`src/design/hsd_pkg.sv`:
```
// hsd_pkg: shared types, widths and elaboration-time helpers for the
// Hamming single-error-correcting decoder. No dependencies.
`default_nettype none

package hsd_pkg;

  localparam int unsigned DATA_W = 57;  // packed data field width
  localparam int unsigned POS_W  = 7;   // syndrome / position width
  localparam int unsigned LEN_W  = 6;   // data length register width
  localparam int unsigned APB_AW = 3;   // byte address width of the register port
  localparam int unsigned APB_DW = 32;

  // Word address of the data length register (byte address 0).
  localparam logic ADDR_DATA_LEN = 1'b0;

  localparam logic [LEN_W-1:0] DATA_LEN_RST = LEN_W'(4);

  // Effective code geometry handed from the register block to the datapath.
  typedef struct packed {
    logic [POS_W-1:0] code_len;  // codeword length n, in positions
    logic [LEN_W-1:0] data_len;  // clamped data length d
  } cfg_t;

  // Least r with 2^r >= d + r + 1 (r <= 7 for d <= 63).
  function automatic logic [2:0] parity_count(input logic [LEN_W-1:0] d);
    logic [2:0] r;
    logic       found;
    r     = 3'd7;
    found = 1'b0;
    for (int k = 0; k < 8; k++) begin
      if (!found && ((9'd1 << k) >= (9'(d) + 9'(k) + 9'd1))) begin
        r     = 3'(k);
        found = 1'b1;
      end
    end
    return r;
  endfunction

  // Largest data length whose codeword fits in code_bits positions.
  function automatic int unsigned max_data_len(input int unsigned code_bits);
    int unsigned best;
    best = 1;
    for (int unsigned d = 1; d < 64; d++) begin
      if (d + int'(parity_count(LEN_W'(d))) <= code_bits) begin
        best = d;
      end
    end
    return best;
  endfunction

  // One-based codeword position of packed data bit j (j-th non-power-of-two).
  function automatic int unsigned data_pos(input int unsigned j);
    int unsigned cnt;
    int unsigned pos;
    cnt = 0;
    pos = 0;
    for (int unsigned q = 1; q < 128; q++) begin
      if ((q & (q - 1)) != 0) begin
        if (cnt == j && pos == 0) begin
          pos = q;
        end
        cnt++;
      end
    end
    return pos;
  endfunction

endpackage

`default_nettype wire

```
`src/design/hsd_cfg.sv`:
```
// hsd_cfg: APB register block holding data_len and the derived code geometry.
// Depends on hsd_pkg.
`default_nettype none

module hsd_cfg #(
  parameter int unsigned MaxData = 57
) (
  input  wire logic                       clk,
  input  wire logic                       rst_n,
  input  wire logic                       psel,
  input  wire logic                       penable,
  input  wire logic                       pwrite,
  input  wire logic [hsd_pkg::APB_AW-1:0] paddr,
  input  wire logic [hsd_pkg::APB_DW-1:0] pwdata,
  output logic      [hsd_pkg::APB_DW-1:0] prdata,
  output logic                            pready,
  output hsd_pkg::cfg_t                   cfg
);

  // geometry of the reset length, clamped like any written value
  localparam logic [hsd_pkg::LEN_W-1:0] DataRst =
    (hsd_pkg::DATA_LEN_RST > hsd_pkg::LEN_W'(MaxData)) ? hsd_pkg::LEN_W'(MaxData)
                                                       : hsd_pkg::DATA_LEN_RST;
  localparam logic [hsd_pkg::POS_W-1:0] CodeRst =
    hsd_pkg::POS_W'(DataRst) + hsd_pkg::POS_W'(hsd_pkg::parity_count(DataRst));

  logic [hsd_pkg::LEN_W-1:0] data_len_r, data_len_nxt;
  hsd_pkg::cfg_t             geom_r, geom_nxt;
  logic                      hit;
  logic [hsd_pkg::LEN_W-1:0] d_raw;
  logic [hsd_pkg::LEN_W-1:0] d_eff;

  assign hit    = (paddr[hsd_pkg::APB_AW-1] == hsd_pkg::ADDR_DATA_LEN);
  assign pready = 1'b1;

  always_comb begin
    data_len_nxt = data_len_r;
    if (psel && penable && pwrite && hit) begin
      data_len_nxt = pwdata[hsd_pkg::LEN_W-1:0];
    end
    // zero means one; clamp so the codeword fits the port
    d_raw = (data_len_nxt == '0) ? hsd_pkg::LEN_W'(1) : data_len_nxt;
    d_eff = (d_raw > hsd_pkg::LEN_W'(MaxData)) ? hsd_pkg::LEN_W'(MaxData) : d_raw;
    geom_nxt.data_len = d_eff;
    geom_nxt.code_len = hsd_pkg::POS_W'(d_eff) +
                        hsd_pkg::POS_W'(hsd_pkg::parity_count(d_eff));
  end

  always_ff @(posedge clk) begin
    if (!rst_n) begin
      data_len_r      <= hsd_pkg::DATA_LEN_RST;
      geom_r.data_len <= DataRst;
      geom_r.code_len <= CodeRst;
    end else begin
      data_len_r <= data_len_nxt;
      geom_r     <= geom_nxt;
    end
  end

  assign prdata = hit ? hsd_pkg::APB_DW'(data_len_r) : '0;
  assign cfg    = geom_r;

endmodule

`default_nettype wire

```
`src/design/hsd_correct.sv`:
```
// hsd_correct: syndrome, single-bit correction and data packing for one
// codeword (combinational). Depends on hsd_pkg.
`default_nettype none

module hsd_correct #(
  parameter int unsigned CodeBits = 64
) (
  input  wire logic [CodeBits-1:0]          codeword,
  input  hsd_pkg::cfg_t                     cfg,
  output logic      [hsd_pkg::DATA_W-1:0]   data_out,
  output logic                              error_found,
  output logic      [hsd_pkg::POS_W-1:0]    error_position
);

  logic [CodeBits-1:0]        len_mask;
  logic [CodeBits-1:0]        cw_m;
  logic [CodeBits-1:0]        cw_fix;
  logic [hsd_pkg::POS_W-1:0]  syn;

  // positions whose one-based index has bit i set
  function automatic logic [CodeBits-1:0] group_mask(input int unsigned i);
    logic [CodeBits-1:0] m;
    m = '0;
    for (int unsigned k = 0; k < CodeBits; k++) begin
      m[k] = (((k + 1) >> i) & 1) != 0;
    end
    return m;
  endfunction

  always_comb begin
    for (int k = 0; k < CodeBits; k++) begin
      len_mask[k] = (hsd_pkg::POS_W'(k) < cfg.code_len);
    end
    cw_m = codeword & len_mask;
    for (int i = 0; i < hsd_pkg::POS_W; i++) begin
      syn[i] = ^(cw_m & group_mask(i));
    end
    // flip only inside the codeword
    for (int k = 0; k < CodeBits; k++) begin
      cw_fix[k] = cw_m[k] ^ (len_mask[k] && (syn == hsd_pkg::POS_W'(k + 1)));
    end
  end

  for (genvar j = 0; j < hsd_pkg::DATA_W; j++) begin : g_pack
    localparam int unsigned Pos = hsd_pkg::data_pos(j);
    if (Pos <= CodeBits) begin : g_bit
      assign data_out[j] = cw_fix[Pos-1];
    end else begin : g_zero
      assign data_out[j] = 1'b0;
    end
  end

  assign error_found    = (syn != '0);
  assign error_position = syn;

endmodule

`default_nettype wire

```
`src/design/hamming_sec_decoder.sv`:
```
// hamming_sec_decoder: top level, input and result registers around the
// correction datapath, plus the APB register block. Depends on hsd_pkg,
// hsd_cfg and hsd_correct.
`default_nettype none

// Hamming single-error-correcting decoder. Each beat on the in_ channel
// carries one codeword, position 1 in bit 0; its length n is data_len plus
// the least r with 2^r >= data_len + r + 1, and bits at or above n are
// ignored. The block forms the even-parity syndrome over the codeword,
// flips the bit it names when that position lies inside the codeword, drops
// the parity positions and returns the packed data bits, zero above
// data_len, together with the syndrome (error_position) and a nonzero flag
// (error_found). A syndrome at a parity position or past the codeword end
// is reported but changes no data bit. data_len of zero acts as one, and a
// data_len too large for CODE_BITS is clamped (57 for 64 bits).
// Throughput is one codeword per clock while out_ready holds; a beat goes
// through the input register, then the result register, with the parity
// trees, corrector and packer between them. The input side keeps taking
// beats while a result waits, until both registers are full. data_len is
// written through the APB port at byte address 0; the user writes it only
// while the block holds no unfinished beat (unenforced); reset value is 4.

module hamming_sec_decoder #(
  parameter int unsigned CODE_BITS = 64
) (
  input  wire logic                       clk,
  input  wire logic                       rst_n,
  // codeword beats
  input  wire logic                       in_valid,
  output logic                            in_ready,
  input  wire logic [CODE_BITS-1:0]       in_codeword,
  // result beats
  output logic                            out_valid,
  input  wire logic                       out_ready,
  output logic      [hsd_pkg::DATA_W-1:0] out_data_out,
  output logic                            out_error_found,
  output logic      [hsd_pkg::POS_W-1:0]  out_error_position,
  // register port
  input  wire logic                       cfg_psel,
  input  wire logic                       cfg_penable,
  input  wire logic                       cfg_pwrite,
  input  wire logic [hsd_pkg::APB_AW-1:0] cfg_paddr,
  input  wire logic [hsd_pkg::APB_DW-1:0] cfg_pwdata,
  output logic      [hsd_pkg::APB_DW-1:0] cfg_prdata,
  output logic                            cfg_pready
);

  localparam int unsigned MaxData = hsd_pkg::max_data_len(CODE_BITS);

  hsd_pkg::cfg_t cfg;

  // input stage
  logic                 s1_valid_r, s1_valid_nxt;
  logic [CODE_BITS-1:0] s1_cw_r;

  // result stage
  logic                       out_valid_r, out_valid_nxt;
  logic [hsd_pkg::DATA_W-1:0] data_r;
  logic                       err_r;
  logic [hsd_pkg::POS_W-1:0]  pos_r;

  logic                       fix_data;
  logic [hsd_pkg::DATA_W-1:0] fix_data_out;
  logic                       fix_err;
  logic [hsd_pkg::POS_W-1:0]  fix_pos;
  logic                       adv;   // result stage may load

  hsd_cfg #(
    .MaxData (MaxData)
  ) u_cfg (
    .clk     (clk),
    .rst_n   (rst_n),
    .psel    (cfg_psel),
    .penable (cfg_penable),
    .pwrite  (cfg_pwrite),
    .paddr   (cfg_paddr),
    .pwdata  (cfg_pwdata),
    .prdata  (cfg_prdata),
    .pready  (cfg_pready),
    .cfg     (cfg)
  );

  hsd_correct #(
    .CodeBits (CODE_BITS)
  ) u_correct (
    .codeword       (s1_cw_r),
    .cfg            (cfg),
    .data_out       (fix_data_out),
    .error_found    (fix_err),
    .error_position (fix_pos)
  );

  // the result register frees up when empty or being drained
  assign adv      = !out_valid_r || out_ready;
  assign in_ready = !s1_valid_r || adv;
  assign fix_data = adv && s1_valid_r;

  always_comb begin
    s1_valid_nxt  = s1_valid_r;
    out_valid_nxt = out_valid_r;
    if (adv) begin
      out_valid_nxt = s1_valid_r;
      s1_valid_nxt  = 1'b0;
    end
    if (in_ready && in_valid) begin
      s1_valid_nxt = 1'b1;
    end
  end

  always_ff @(posedge clk) begin
    if (!rst_n) begin
      s1_valid_r  <= 1'b0;
      out_valid_r <= 1'b0;
    end else begin
      s1_valid_r  <= s1_valid_nxt;
      out_valid_r <= out_valid_nxt;
    end
  end

  // payload registers, no reset
  always_ff @(posedge clk) begin
    if (in_ready && in_valid) begin
      s1_cw_r <= in_codeword;
    end
    if (fix_data) begin
      data_r <= fix_data_out;
      err_r  <= fix_err;
      pos_r  <= fix_pos;
    end
  end

  assign out_valid          = out_valid_r;
  assign out_data_out       = data_r;
  assign out_error_found    = err_r;
  assign out_error_position = pos_r;

  // ---- assertions ----

  // flag and syndrome agree on every result beat
  a_flag_matches_syn: assert property (@(posedge clk) disable iff (!rst_n)
    out_valid |-> (out_error_found == (out_error_position != '0)))
    else $error("error_found disagrees with error_position");

  // nothing packed above the configured data length
  a_data_upper_zero: assert property (@(posedge clk) disable iff (!rst_n)
    out_valid |-> ((out_data_out >> cfg.data_len) == '0))
    else $error("data_out has bits above data length");

  // input side only backs up when the result is stalled
  a_ready_only_on_stall: assert property (@(posedge clk) disable iff (!rst_n)
    !in_ready |-> (out_valid && !out_ready && s1_valid_r))
    else $error("in_ready low without output stall");

  // a loaded input stage reaches the result register on the next free edge
  a_stage_advances: assert property (@(posedge clk) disable iff (!rst_n)
    (s1_valid_r && adv) |=> out_valid)
    else $error("input stage did not advance");

endmodule

`default_nettype wire
```
`config.mk`:
```
export PLATFORM = sky130hd
export DESIGN_NAME = hamming_sec_decoder
export DESIGN_NICKNAME = d
export VERILOG_FILES = /design/src/design/hsd_pkg.sv /design/src/design/hsd_cfg.sv /design/src/design/hsd_correct.sv /design/src/design/hamming_sec_decoder.sv
export SDC_FILE = /design/constraint.sdc
export NUM_CORES = 1
export LEC_CHECK = 0
export BUFFER_PORTS_ARGS = -buffer_cell sky130_fd_sc_hd__buf_2
export CAP_MARGIN = 10
export CORE_MARGIN = 2
export CORE_UTILIZATION = 40
export CTS_BUF_LIST = sky130_fd_sc_hd__clkbuf_8
export CTS_CLUSTER_DIAMETER = 60
export DETAILED_ROUTE_END_ITERATION = 6
export PLACE_DENSITY_LB_ADDON = 0.08
export SLEW_MARGIN = 20
export SYNTH_ARGS = -nofsm -noshare
export SYNTH_HDL_FRONTEND = slang
export SYNTH_SLANG_ARGS = --single-unit
```
`constraint.sdc`:
```
create_clock -name clk -period 14.4 [get_ports clk]
set_clock_uncertainty 0.15 [all_clocks]
set_input_delay 1.44 -clock clk [delete_from_list [all_inputs] [get_ports clk]]
set_output_delay 1.44 -clock clk [all_outputs]
set_load 0.05 [all_outputs]
```
==> results.md <==
- Tightest Pin Transition: 1.08 ns
- DR iter-0 viols: 627
- Sequential area share after synthesis: 41.6%
- Leak: 0.00417 uW
- Crit path top cell by count: inv_1
- Cell family with most CP delay: compound AO/OA/AOI/OAI gates
- Tmin final: 7.10 ns
- Final worst slack: 7.30 ns
- Die ar.: 0.0264 sq mm
- Clock sinks: 144
- Fraction of layout cells with a size suffix above 1: 21.3%
- Worst stage delay on the critical path: 0.67 ns
- First-pass GRT wire length: 44.7 mm
- Die H: 162 microns
- # IOs: 206
- DR vias/cell: 5.78
- Clock Path Buffers: 2
- Multi-input gate area: 0.00533 sq mm
- Pre-CTS WS: 6.82 ns
- Number of synthesized flops with an enable pin: 129
- GRT Residual Overflow: 0
- Skew-Pair Late Insertion Delay: 0.47 ns
- Yosys warnings: 0
- Final period util: 49.3%
- Reg2reg start: u_cfg.data_len_r[3]
- Seq. cell area: 0.00418 sq mm
- Crit path from: cfg_paddr[2]
- Flops & latches, synth: 144
- Status: completed
- Startpoint types: input port
- Mapped Area: 0.0100 sq mm
- Fillers: 2386
- Slew headroom: 27.9%
- Cell Pwr Density: 130 mW/mm^2
- Total track usage: 22.3%
- # diodes: 0
- Final ANT Viol Nets: 0
- Worst path depth: 20
- Fmax: 141 MHz
- Setup crit end: u_cfg.cfg[10]
- Synth cell types: 85
- Routed length per instance: 20.6 microns
- CP max stage cell: nand4b_1
- Die Wd: 162 microns
- CP arrival: 7.32 ns
- Crit-path max FO: 14
- Final Hold Fails: 0
- Hpwl dp: 20.2 mm
- Total chip power: 1460 uW
- Root Buffer: clkbuf_8
- CTS tree: yes
- Post-Syn Instances: 997
- Standard-cell rows: 57
- Initial Util: 41.0%
- RSZ-0062 raised after global routing: no
- Hold_buf cts: 0
- WL final: 29.6 mm
- Port bufs: 150
- Hold/Removal Path Class: reg -> reg
- Number of global-route vias before repair: 7622
- RD Place Congestion: 0.875
- Initial antenna violation count: 0
- WS Path Type: in -> reg
- Synth-to-Final Area Change: 12.7%
- # DRC: 0
- Drt pass-1 iters: 7
- Via count: 8294
- Clock Pin Slew Worst Setup and Hold Paths: 0.08 ns
- Post-cts gate resize count: 0
- Crit path buf inv count: 5
- WP data required: 14.62 ns
- Count of final setup violators: 0
- Fin nets: 1226
- Max-cap violations: 0
- Total negative slack: 0 ns
- Critical path cell sequence: buf_2, nand4b_1, mux2_2, inv_1, o21bai_1, inv_1, ha_1, a311o_1, a211oi_1, and3b_1, nand3b_1, a21oi_1, a221oi_1, ha_1, inv_1, fa_1, inv_1, a21oi_1, or3_1, and3_1
- Worst r2r dst: u_cfg.cfg[10]
- Reg2Reg Setup Slack: 8.96 ns
- Post-synth ARST share: 0%
- Post-CTS setup buffers: 0
- Number of CTS-inserted buffers: 17
- Syn_area_per_cell: 10.1 sq um
- CP Capture Type: flop
- Peak supply drop: 0.0000742 V
- Core box area: 0.0245 sq mm
- Worst Reg2Reg Path Length in Cells: 18
- H-tree lvl count: 4
- Largest net degree at the start of global routing: 66
- Most used DFF post-synth: edfxtp_1
- Max Slew Vio Count: 0
[kinds of logic (layout without fill, tap and decap cells)]
group,count (synthesis),in the layout,share of synthesized area [%]
mux,24,24,2.50
other cells,2,27,0.0749
xor+xnor,84,84,9.49
fa+ha+maj,23,23,2.89
flops,144,144,41.6
simple gates,247,247,14.3
buf+inv,129,219,6.35
compound gates,344,344,22.8
[state kept, by name, summed over array words and instances, names as in the netlist]
signal,flops
s1_cw_r,64
out_data_out,57
out_error_position,7
u_cfg.cfg,7
u_cfg.data_len_r,6
out_error_found,1
out_valid,1
s1_valid_r,1
[through the flow]
step           instances  cell area (sq um)  util [%]  hold slack (ns)
6_report            1436              11300      46.2            0.390
5_1_grt             1436              11300      46.2            0.424
4_1_cts             1436              11300      46.2            0.386
3_5_place_dp        1404              10900      44.5            0.379
3_3_place_gp        1404              10900      44.5            0.374
2_1_floorplan       1022              10100         -            0.327
[synth_stat cells (all sizes together) (5+ instances only)]
library cell  instances  area (sq um)
o211a                 6          60.1
o21ai                67           343
dfxtp                15           300
o21bai                7          52.6
a21o                  8          60.1
xor2                 28           245
or2                   7          43.8
nor2b                10          62.6
edfxtp              129          3870
clkbuf               49           184
inv                  16          60.1
a22oi                 5          37.5
a211oi                6          45.0
nor2                 46           173
a31oi                 9          56.3
a21oi                92           460
mux2                  5          56.3
xnor3                14           317
buf                  64           393
nand2b               10          62.6
a21boi                5          37.5
or3                   8          60.1
and3                  8          50.1
nor3                  7          40.0
xnor2                42           390
o21a                  9          67.6
nand4                 6          37.5
ha                   20           250
o2111ai               5          43.8
o211ai               16           125
or4                  57           428
mux2i                19           194
and2                 16           100
o22ai                 5          31.3
nand2                38           143
o31ai                61           458
o221ai                6          52.6
nand3                16          80.1
o31a                  6          52.6
[power by group]
| part | internal, uW | switching [uW] |
|---|---|---|
| registers | 490 | 21.3 |
| logic | 148 | 466 |
| clock network | 173 | 166 |
[worst min-delay path by stage]
stage / from / endpoint / slack, ns / cells after the start
detailed placement: s1_valid_r / out_valid / 0.38 / 1
global route: s1_valid_r / out_valid / 0.42 / 1
CTS: s1_valid_r / out_valid / 0.39 / 1
finish: s1_valid_r / out_valid / 0.39 / 1
global placement: s1_valid_r / out_valid / 0.37 / 1
floorplan: s1_valid_r / out_valid / 0.33 / 1
[placed cells by master, fill, tap and decap left out, drive strengths merged, types with 27 or more instances in the layout]
| cell type | count |
|---|---|
| a21oi | 92 |
| buf | 171 |
| conb | 27 |
| edfxtp | 129 |
| nand2 | 38 |
| nor2 | 46 |
| o21ai | 67 |
| o31ai | 61 |
| or4 | 57 |
| xnor2 | 42 |
| xor2 | 28 |
[metal layers]
metal  part of all wire (%)  track usage, %  wire length (microns)
met4                    1.5            5.55                    444
met1                     47            31.2                  13800
met3                    5.1            4.23                   1510
met5                      0               0                      0
met2                     47            35.8                  13800
[area by class of cell]
type	instances	share of cell area (%)
Multi-Input combinational cell	749	47.2
Tap cell	324	3.59
Inverter	16	0.532
Clock buffer	17	2.07
Timing Repair Buffer	171	8.04
Sequential cell	144	37.0
Clock inverter	15	1.63
Note: power is estimated with default switching activity, not from simulation.
